===== config.mk =====
export PLATFORM = sky130hd
export DESIGN_NAME = iit_mix
export DESIGN_NICKNAME = d
export VERILOG_FILES = /design/src/rtl/iit_pkg.sv /design/src/rtl/iit_mix.sv
export SDC_FILE = /design/constraint.sdc
export NUM_CORES = 1
export LEC_CHECK = 0
export BUFFER_PORTS_ARGS = -buffer_cell sky130_fd_sc_hd__buf_2
export CAP_MARGIN = 15
export CORE_MARGIN = 1.5
export CORE_UTILIZATION = 55
export DETAILED_ROUTE_END_ITERATION = 12
export PLACE_DENSITY = 0.94
export SLEW_MARGIN = 20
export SYNTH_ARGS = -nofsm -noshare
export SYNTH_HDL_FRONTEND = slang
export SYNTH_SLANG_ARGS = --single-unit

===== constraint.sdc =====
create_clock -name vclk -period 12.75
set_clock_uncertainty 0.05 [all_clocks]
set_input_delay 3.1875 -clock vclk [all_inputs]
set_output_delay 3.1875 -clock vclk [all_outputs]
set_load 0.005 [all_outputs]

===== src/rtl/iit_pkg.sv =====
// Shared types, widths and constants of the identity intern table.
package iit_pkg;

    localparam int PARENT_W = 11;
    localparam int NAME_W   = 32;
    localparam int KIND_W   = 8;
    localparam int STATUS_W = 2;
    localparam int OUT_W    = 11;
    localparam int HASH_W   = 32;

    localparam int DEF_CAPACITY = 1024;
    localparam int DEF_BUCKETS  = 2048;

    localparam logic [HASH_W-1:0] GOLDEN = 32'h9e37_79b9;

    localparam logic [STATUS_W-1:0] ST_OK            = 2'd0;
    localparam logic [STATUS_W-1:0] ST_INVALID       = 2'd1;
    localparam logic [STATUS_W-1:0] ST_NOT_AVAILABLE = 2'd2;

    typedef struct packed {
        logic [PARENT_W-1:0] parent;
        logic [NAME_W-1:0]   name;
        logic [KIND_W-1:0]   kind;
    } t_key;

    localparam int KEY_W = $bits(t_key);

endpackage


===== src/rtl/iit_mix.sv =====
// One round of the golden-ratio shift mixing hash, shared by both rounds.
module iit_mix
    import iit_pkg::*;
(
    input  logic [HASH_W-1:0] i_h,
    input  logic [HASH_W-1:0] i_v,
    output logic [HASH_W-1:0] o_h
);

    assign o_h = i_h ^ (i_v + GOLDEN + {i_h[HASH_W-7:0], 6'b0} + {2'b0, i_h[HASH_W-1:2]});

endmodule


==> metrics.cfg, run 1 <==
[status]
outcome=finished clean

[placement]
hpwl_um=7320
finalWeightedCongestion=0.962
port_buffers=96
place_area_um2=3670

[global_route]
grt_pass1_vias=3085
gr-usage-all-layers_pct=27.0
grt_max_degree=10
grt-ovfl-total=0
grt_antenna_before_repair=0
grt_pass1_wl_um=13500

[routing]
finalWirelength_um=8160
drc_errors=0
wl_per_cell_um=14.5
drt_iter0_markers=290
via_per_inst=5.44
postRouteAntennaNets=0
vias=3066
drtPass1Iterations=5

[cells_and_area]
layout-drive-gt1-share_pct=21.7
fillers=462
layout_common_cells=107 x inv_1, 96 x buf_2, 66 x ha_1
layout_commonest_cell=inv_1
final_area_um2=3670
multi_input_area_um2=2700
nFlopsAndLatches=0
finalNetCount=649
syn2layout_area_growth_pct=17.5
num-clock-buffers=0
antenna_cells=0
ff_latch_area_um2=0

[hold_path]
hold-path-cell-count=3
hold_start=i_h[2]
hold_end=o_h[2]
holdCritPathClass=input pin to output port

[timing]
final.period_utilization_pct=76.2
fin_crit_ns=9.71
hold_viol=0
slew_viol_final=0
fmax_mhz=103
finalSetupViolCount=0
final.setup.tns_ns=0
hold_slack_ns=6.59
tightestPinTransition_ns=0.661
rsz0062_at_grt=false
relSlewSlack_pct=54.8

[logic_synthesis]
synth_area_leaders=ha_1 26%, fa_1 16%, xnor2_1 14%, inv_1 13%, a21o_1 4.6%
synthCells=401
yosysTopAreaCell=ha_1
synthesis.area_um2=3130
synthDistinctLibCells=39
syn-num-nets=556
synth_area_per_cell_um2=7.80
synth-seq-area-share_pct=0
yosys_warnings=0
synthDominantCellAreaShare_pct=26.4

[floorplanning]
fp-row-count=27
dieArea_um2=6150
die_w_um=78.4
die_h_um=78.4
placeableCoreArea_um2=5510
ios=96
initial_utilization_pct=56.8

[pwr]
p_leak_uw=0.00213
ir_drop_mv=0.0539
power-per-cell-area_nw_per_um2=121

[clock_network]
ctsHoldBuffers=0
cts_setup_buffers=0
cts.repair.resized=0

[setup_path]
slowest_delay_ns=0.43
cpMostUsedCell=ha_1
setup.worst_path.start_class=input pin
path_cells=buf_2 -> ha_1 -> ha_1 -> ha_1 -> inv_1 -> fa_1 -> nor2b_1 -> o21a_1 -> o21ai_1 -> a21oi_1 -> o21ai_1 -> a21oi_1 -> a21boi_1 -> o21ai_0 -> xnor2_1 -> buf_2
critPathMaxFanout=3
crit_type=input pin to output port
arrival_ns=6.47
cp.required_ns=9.51
crit_slowest_cell=a21oi_1
endpoint_kind=output port

[job]
max_cap_violations=0

==> per-stage QoR <==
stage                     cells  util [%]  power (µW)  worst slack [ns]
after floorplan             401         -         297              3.70
after global placement      564      66.7         421              3.28
after detailed placement    564      66.7         436              3.18
after CTS                   564      66.7         438              3.17
after global routing        564      66.7         486              2.86
final                       564      66.7         445              3.04
==> how the worst max path moves through the flow <==
stage | from | endpoint | slack (ns) | cells past startpoint
floorplan | i_h[6] | o_h[31] | 3.70 | 14
finish | i_h[4] | o_h[22] | 3.04 | 16
global route | i_h[12] | o_h[31] | 2.86 | 16
detailed placement | i_h[4] | o_h[31] | 3.18 | 16
global placement | i_h[4] | o_h[22] | 3.28 | 16
CTS | i_h[4] | o_h[31] | 3.17 | 16
==> layer usage <==
| layer | up-vias | share of wire (%) | GRT usage [%] |
|---|---|---|---|
| met1 | 1404 | 43 | 35.6 |
| met4 | 0 | 2.2 | 4.29 |
| met2 | 149 | 48 | 49.0 |
| met3 | 26 | 6.4 | 1.86 |
| li1 | 1487 | - | - |
| met5 | - | 0 | 0 |
==> worst max-delay path: cells and delay by family <==
kind	cells	cell delay (ns)
AOI/OAI and AO/OA	7	1.52
and+or+nand+nor	1	0.17
xor gates and xnor gates	1	0.16
adders and majority gates	4	1.13
buffers and inverters	3	0.30
==> power breakdown <==
part	internal [µW]	switching, µW	leakage, µW
clock	0	0	0
sequential	0	0	0
combinational	206	239	0.00213
==> kinds of logic after synthesis <==
family                     after synthesis  synth area share (%)
buffers and inverters                  112                  13.6
adders and majority gates               91                  42.4
AOI/OAI and AO/OA                       80                  17.6
xor gates and xnor gates                63                  17.6
and+or+nand+nor                         55                  8.76
==> synthesized netlist by cell type <==
cell,count
a211o_1,2
a211oi_1,1
a21oi_1,19
or3_1,1
o21a_1,3
a221oi_2,1
a21oi_2,7
and2b_1,1
nand3_1,5
o21bai_1,2
nor3_1,6
a2111oi_0,1
a31oi_1,3
nor4_1,1
and3_1,2
o211ai_1,2
or2_2,2
nand4b_1,1
o21ai_1,8
inv_1,107
o221ai_1,1
nand2_1,14
xnor2_1,50
o21ai_0,4
a2111o_1,1
nor2b_1,3
o2111ai_1,1
clkbuf_1,2
a21o_1,19
ha_1,66
nand4_1,7
a21boi_1,2
xor2_1,13
o31ai_2,1
buf_2,3
and4_1,1
a21boi_0,2
nor2_1,11
fa_1,25
==> layout make-up <==
cell class | count | area share [%]
Multi-Input combinational cell | 289 | 73.5
Timing Repair Buffer | 96 | 13.1
Inverter | 107 | 10.9
Tap cell | 72 | 2.45
(Power assumes the default switching activity.)
==> run 2: changes to the inputs <==
--- a/config.mk
+++ b/config.mk
@@ -5,12 +5,13 @@
 export SDC_FILE = /design/constraint.sdc
 export NUM_CORES = 1
 export LEC_CHECK = 0
+export ABC_AREA = 1
 export BUFFER_PORTS_ARGS = -buffer_cell sky130_fd_sc_hd__buf_2
 export CAP_MARGIN = 15
 export CORE_MARGIN = 1.5
-export CORE_UTILIZATION = 55
+export CORE_UTILIZATION = 52
 export DETAILED_ROUTE_END_ITERATION = 12
-export PLACE_DENSITY = 0.94
+export PLACE_DENSITY = 0.9
 export SLEW_MARGIN = 20
 export SYNTH_ARGS = -nofsm -noshare
 export SYNTH_HDL_FRONTEND = slang
==> constraint.sdc (replaced) <==
create_clock -name vclk -period 8.8
set_clock_uncertainty 0.05 [all_clocks]
set_input_delay 2.2 -clock vclk [all_inputs]
set_output_delay 2.2 -clock vclk [all_outputs]
set_load 0.005 [all_outputs]
==> run 2 against run 1 <==
  * Via count is 35% higher
  * Sequential cell count stayed put
  * Count of clock-buffer cells in the layout stayed put
  * First-iteration DRC count is 19% lower
  * Final area is 25% higher
  * Die area is 34% higher
  * Synthesized area is 28% higher
  * Total power is 62% higher
  * Largest power group unchanged
==> metrics.cfg, run 2 <==
[logic_synthesis]
synthDominantCellAreaShare_pct=21.6  ; was 26.4%
syn-num-nets=846  ; was 556
yosysTopAreaCell=inv_1  ; was ha_1
synthCells=691  ; was 401
synth_most_common_cell=inv_1  ; unchanged
synth_area_leaders=inv_1 22%, ha_1 21%, nand2_1 20%, fa_1 13%, xor2_1 5.9%  ; was ha_1 26%, fa_1 16%, xnor2_1 14%, inv_1 13%, a21o_1 4.6%
synthDistinctLibCells=19  ; was 39
synth-seq-area-share_pct=0  ; unchanged
yosys_warnings=0  ; unchanged
synthTopCellsByCount=230 x inv_1, 213 x nand2_1, 66 x ha_1  ; was 107 x inv_1, 66 x ha_1, 50 x xnor2_1
synthesis.area_um2=4000  ; was 3130 µm²
synth_area_per_cell_um2=5.79  ; was 7.80 µm²

[timing]
hold_viol=0  ; unchanged
fin_crit_ns=6.95
final.setup.tns_ns=0  ; unchanged
finalSetupViolCount=0  ; unchanged
rsz0062_at_grt=false  ; unchanged
hold_slack_ns=4.62  ; was 6.59 ns
tightestPinTransition_ns=0.302  ; was 0.661 ns
fmax_mhz=144
slew_viol_final=0  ; unchanged
final.period_utilization_pct=79.0
relSlewSlack_pct=79.7  ; was 54.8%

[cells_and_area]
fillers=673  ; was 462
layout_commonest_cell=inv_1  ; unchanged
syn2layout_area_growth_pct=15.1  ; was 17.5%
nFlopsAndLatches=0  ; unchanged
ff_latch_area_um2=0  ; unchanged
finalNetCount=944  ; was 649
num-clock-buffers=0  ; unchanged
layout_common_cells=230 x inv_1, 213 x nand2_1, 96 x buf_2  ; was 107 x inv_1, 96 x buf_2, 66 x ha_1
antenna_cells=0  ; unchanged
layout-drive-gt1-share_pct=15.2  ; was 21.7%
final_util_pct=62.8  ; was 66.7%

[job]
max_cap_violations=0  ; unchanged

[clock_network]
cts.repair.resized=0  ; unchanged
ctsHoldBuffers=0  ; unchanged
cts_setup_buffers=0  ; unchanged

[setup_path]
cp.required_ns=6.55  ; was 9.51 ns
path_cells=buf_2 -> inv_1 -> fa_1 -> inv_1 -> fa_1 -> ha_1 -> nand2_1 -> inv_1 -> nand2_1 -> nand2_1 -> nand2_1 -> nand2_1 -> a21oi_1 -> nand2_1 -> nand2_1 -> nand2_1 -> inv_1 -> buf_2  ; was buf_2 -> ha_1 -> ha_1 -> ha_1 -> inv_1 -> fa_1 -> nor2b_1 -> o21a_1 -> o21ai_1 -> a21oi_1 -> o21ai_1 -> a21oi_1 -> a21boi_1 -> o21ai_0 -> xnor2_1 -> buf_2
slowest_delay_ns=0.42  ; was 0.43 ns
arrival_ns=4.70  ; was 6.47 ns
critPathMaxFanout=4  ; was 3
cpMostUsedCell=nand2_1  ; was ha_1
endpoint_kind=output port  ; unchanged
setup.worst_path.start_class=input pin  ; unchanged
crit_type=input pin to output port  ; unchanged
crit_slowest_cell=fa_1  ; was a21oi_1

[routing]
finalWirelength_um=10200  ; was 8160 µm
vias=4154  ; was 3066
wl_per_cell_um=11.5  ; was 14.5 µm
postRouteAntennaNets=0  ; unchanged
drt_iter0_markers=234  ; was 290
drtPass1Iterations=5  ; unchanged
drc_errors=0  ; unchanged
via_per_inst=4.69  ; was 5.44

[placement]
hpwl_um=9440  ; was 7320 µm
finalWeightedCongestion=0.952  ; was 0.962
port_buffers=96  ; unchanged

[floorplanning]
initial_utilization_pct=54.5  ; was 56.8%
placeableCoreArea_um2=7330  ; was 5510 µm²
fp-row-count=31  ; was 27
dieArea_um2=8230  ; was 6150 µm²
ios=96  ; unchanged
die_w_um=90.7  ; was 78.4 µm
die_h_um=90.7  ; was 78.4 µm

[pwr]
ir_drop_mv=0.101  ; was 0.0539 mV
p_leak_uw=0.00320  ; was 0.00213 µW
power-per-cell-area_nw_per_um2=157  ; was 121 nW/µm²

[hold_path]
holdCritPathClass=input pin to output port  ; unchanged

[status]
outcome=finished clean  ; unchanged

[global_route]
gr-usage-all-layers_pct=25.5  ; was 27.0%
grt_pass1_vias=4021  ; was 3085
grt_antenna_before_repair=0  ; unchanged
grt_max_degree=7  ; was 10
grt_pass1_wl_um=17400  ; was 13500 µm
grt-ovfl-total=0  ; unchanged

-- run 2: cell families after synthesis --
| kind of cell | synth area share, % |
|---|---|
| buffers and inverters | 21.7 |
| AO/OA/AOI/OAI | 2.44 |
| AND/OR/NAND/NOR | 32.6 |
| adder cells (fa/ha/maj) | 33.2 |
| XOR/XNOR | 10.1 |
-- run 2: power by group --
group          leakage, µW  internal (µW)  switching (µW)  total, µW
registers                0              0               0          0
logic              0.00320            291             432        723
clock network            0              0               0          0
total              0.00320            291             432        723
-- run 2: final timing paths --
| path | from | endpoint | slack [ns] | cells after the start |
|---|---|---|---|---|
| worst max-delay path | i_h[17] | o_h[29] | 1.85 | 18 |
| worst min-delay path | i_h[2] | o_h[2] | 4.62 | 3 |
-- run 2: final cells by class --
| cell class | instances | area, µm² | area share [%] |
|---|---|---|---|
| repair buffers | 96 | 480 | 10.4 |
| multi-input cells | 460 | 3130 | 68.0 |
| well taps | 99 | 124 | 2.69 |
| inverters | 231 | 867 | 18.8 |
-- run 2: worst max-delay path, delay by kind of cell --
kind                       cells  cell delay (ns)
adders and majority gates      3             1.20
and+or+nand+nor                8             0.63
AOI/OAI and AO/OA              1             0.18
buffers and inverters          6             0.50
-- run 2: through the flow --
step                instance area [µm²]  setup WS [ns]  std cells  total power, µW
floorplan                          4000           2.33        691              501
global placement                   4600           1.91        886              702
detailed placement                 4600           1.89        886              715
CTS                                4600           1.88        886              719
global route                       4600           1.60        886              824
finish                             4600           1.85        886              723
-- run 2: per-layer routing --
| metal | vias up | GRT usage (%) | routed length, µm |
|---|---|---|---|
| met4 | 0 | 7.67 | 310 |
| li1 | 2182 | - | - |
| met3 | 26 | 1.35 | 666 |
| met5 | - | 0 | 0 |
| met2 | 153 | 44.2 | 4700 |
| met1 | 1793 | 33.9 | 4550 |
==> run 3: changes to the inputs <==
--- a/config.mk
+++ b/config.mk
@@ -9,9 +9,9 @@
 export BUFFER_PORTS_ARGS = -buffer_cell sky130_fd_sc_hd__buf_2
 export CAP_MARGIN = 15
 export CORE_MARGIN = 1.5
-export CORE_UTILIZATION = 52
+export CORE_UTILIZATION = 55
 export DETAILED_ROUTE_END_ITERATION = 12
-export PLACE_DENSITY = 0.9
+export PLACE_DENSITY = 0.91
 export SLEW_MARGIN = 20
 export SYNTH_ARGS = -nofsm -noshare
 export SYNTH_HDL_FRONTEND = slang
==> constraint.sdc (replaced) <==
create_clock -name vclk -period 7.1
set_clock_uncertainty 0.05 [all_clocks]
set_input_delay 1.775 -clock vclk [all_inputs]
set_output_delay 1.775 -clock vclk [all_outputs]
set_load 0.005 [all_outputs]
==> run 3 against run 2 <==
  * Final area about the same
  * Count of clock-buffer cells in the layout stayed put
  * Non-clock buffer count unchanged
  * Utilization rose by 3.8 points
==> metrics.cfg, run 3 (synthesis results as in run 2) <==
[global_route]
grt_antenna_before_repair=0  ; unchanged
grt-ovfl-total=0  ; unchanged
grt_pass1_wl_um=16700  ; was 17400 µm
grt_max_degree=7  ; unchanged
gr-usage-all-layers_pct=27.1  ; was 25.5%
grt_pass1_vias=3955  ; was 4021

[pwr]
p_leak_uw=0.00320  ; unchanged
power-per-cell-area_nw_per_um2=195  ; was 157 nW/µm²
netSwitchingPower_uw=539  ; was 432 µW
ir_drop_mv=0.111  ; was 0.101 mV
power_frac_seq_pct=0  ; about the same
pwr-share-clk_pct=0  ; about the same
intPower_uw=360  ; was 291 µW
switching_share_pct=60.0  ; was 59.8%
p_comb_share_pct=100.0  ; about the same

[floorplanning]
die_w_um=88.3  ; was 90.7 µm
fp-row-count=30  ; was 31
placeableCoreArea_um2=6910  ; was 7330 µm²
initial_utilization_pct=57.9  ; was 54.5%
ios=96  ; unchanged
dieArea_um2=7790  ; was 8230 µm²
die_h_um=88.3  ; was 90.7 µm

[hold_path]
hold_start=i_h[1]  ; was i_h[2]
holdCritPathClass=input pin to output port  ; unchanged
hold_end=o_h[1]  ; was o_h[2]
hold-path-cell-count=3  ; unchanged

[routing]
wl_per_cell_um=11.4  ; was 11.5 µm
drc_errors=0  ; unchanged
drt_iter0_markers=201  ; was 234
drtPass1Iterations=5  ; unchanged
finalWirelength_um=10100  ; was 10200 µm
postRouteAntennaNets=0  ; unchanged
via_per_inst=4.73  ; was 4.69
vias=4179  ; was 4154

[timing]
fin_crit_ns=6.13
final.period_utilization_pct=86.3
final.setup.tns_ns=0  ; unchanged
relSlewSlack_pct=77.9  ; was 79.7%
rsz0062_at_grt=false  ; unchanged
tightestPinTransition_ns=0.329  ; was 0.302 ns
fmax_mhz=163
hold_slack_ns=3.77  ; was 4.62 ns
finalSetupViolCount=0  ; unchanged
slew_viol_final=0  ; unchanged
layout_setup_ws_ns=0.973  ; was 1.85 ns
hold_viol=0  ; unchanged

[cells_and_area]
layout_common_cells=230 x inv_1, 213 x nand2_1, 96 x buf_2  ; unchanged
num-clock-buffers=0  ; unchanged
ff_latch_area_um2=0  ; unchanged
layout-drive-gt1-share_pct=15.2  ; unchanged
nFlopsAndLatches=0  ; unchanged
final_util_pct=66.6  ; was 62.8%
antenna_cells=0  ; unchanged
fillers=620  ; was 673
finalNetCount=944  ; unchanged
stdcell_count=883  ; was 886
layout_commonest_cell=inv_1  ; unchanged
multi_input_area_um2=3130  ; unchanged
syn2layout_area_growth_pct=15.0  ; was 15.1%

[placement]
finalWeightedCongestion=0.954  ; was 0.952
dp_slack_ns=0.980  ; was 1.89 ns
hpwl_um=9270  ; was 9440 µm
dp.cells=883  ; was 886
port_buffers=96  ; unchanged

[setup_path]
cpMostUsedCell=nand2_1  ; unchanged
slowest_delay_ns=0.42  ; about the same
arrival_ns=4.30  ; was 4.70 ns
path_cells=buf_2 -> inv_1 -> fa_1 -> inv_1 -> fa_1 -> ha_1 -> nand2_1 -> inv_1 -> nand2_1 -> nand2_1 -> nand2_1 -> nand2_1 -> a21oi_1 -> nand2_1 -> nand2_1 -> nand2_1 -> inv_1 -> buf_2  ; unchanged
crit_type=input pin to output port  ; unchanged
critPathMaxFanout=4  ; unchanged
cp.required_ns=5.28  ; was 6.55 ns
endpoint_kind=output port  ; unchanged
setup.worst_path.start_class=input pin  ; unchanged
crit_slowest_cell=fa_1  ; unchanged

[clock_network]
ctsHoldBuffers=0  ; unchanged
cts.repair.resized=0  ; unchanged
cts_setup_buffers=0  ; unchanged

[status]
outcome=finished clean  ; unchanged

[job]
max_cap_violations=0  ; unchanged

-- run 3: cell counts in the layout (fill, tap and decap cells not counted) --
Identical to the previous run, type by type.
-- run 3: power groups by stage --
stage	Combinational (µW)	Clock, µW	Sequential (µW)
CTS	891	0	0
global placement	864	0	0
finish	899	0	0
detailed placement	885	0	0
floorplan	621	0	0
global route	1030	0	0
-- run 3: worst max-delay path, delay by kind of cell --
family	cells	cell delay (ns)
buf+inv	6	0.48
fa+ha+maj	3	1.21
simple gates	8	0.65
compound gates	1	0.18
-- run 3: stage by stage --
step                      cell area (µm²)  power [µW]
after CTS                            4600         891
final                                4600         899
after floorplan                      4000         621
after global placement               4600         864
after detailed placement             4600         885
after global routing                 4600        1030
-- run 3: area by class of cell --
class / count / share of cell area, %
Inverter: 231 / 18.9
Timing Repair Buffer: 96 / 10.4
Multi-Input combinational cell: 460 / 68.1
Tap cell: 96 / 2.61
-- run 3: routing by layer --
metal / up-vias / wire length [µm] / track usage (%)
met1: 1824 / 4580 / 36.2
met5: - / 0 / 0
met4: 0 / 285 / 7.67
li1: 2191 / - / -
met3: 24 / 616 / 1.68
met2: 140 / 4590 / 47.3
-- run 3: worst max path at each step --
stage	from	endpoint	cells after the start
after global placement	i_h[4]	o_h[28]	16
final	i_h[9]	o_h[29]	18
after CTS	i_h[17]	o_h[29]	18
after global routing	i_h[9]	o_h[29]	18
after detailed placement	i_h[17]	o_h[29]	18
after floorplan	i_h[4]	o_h[28]	15
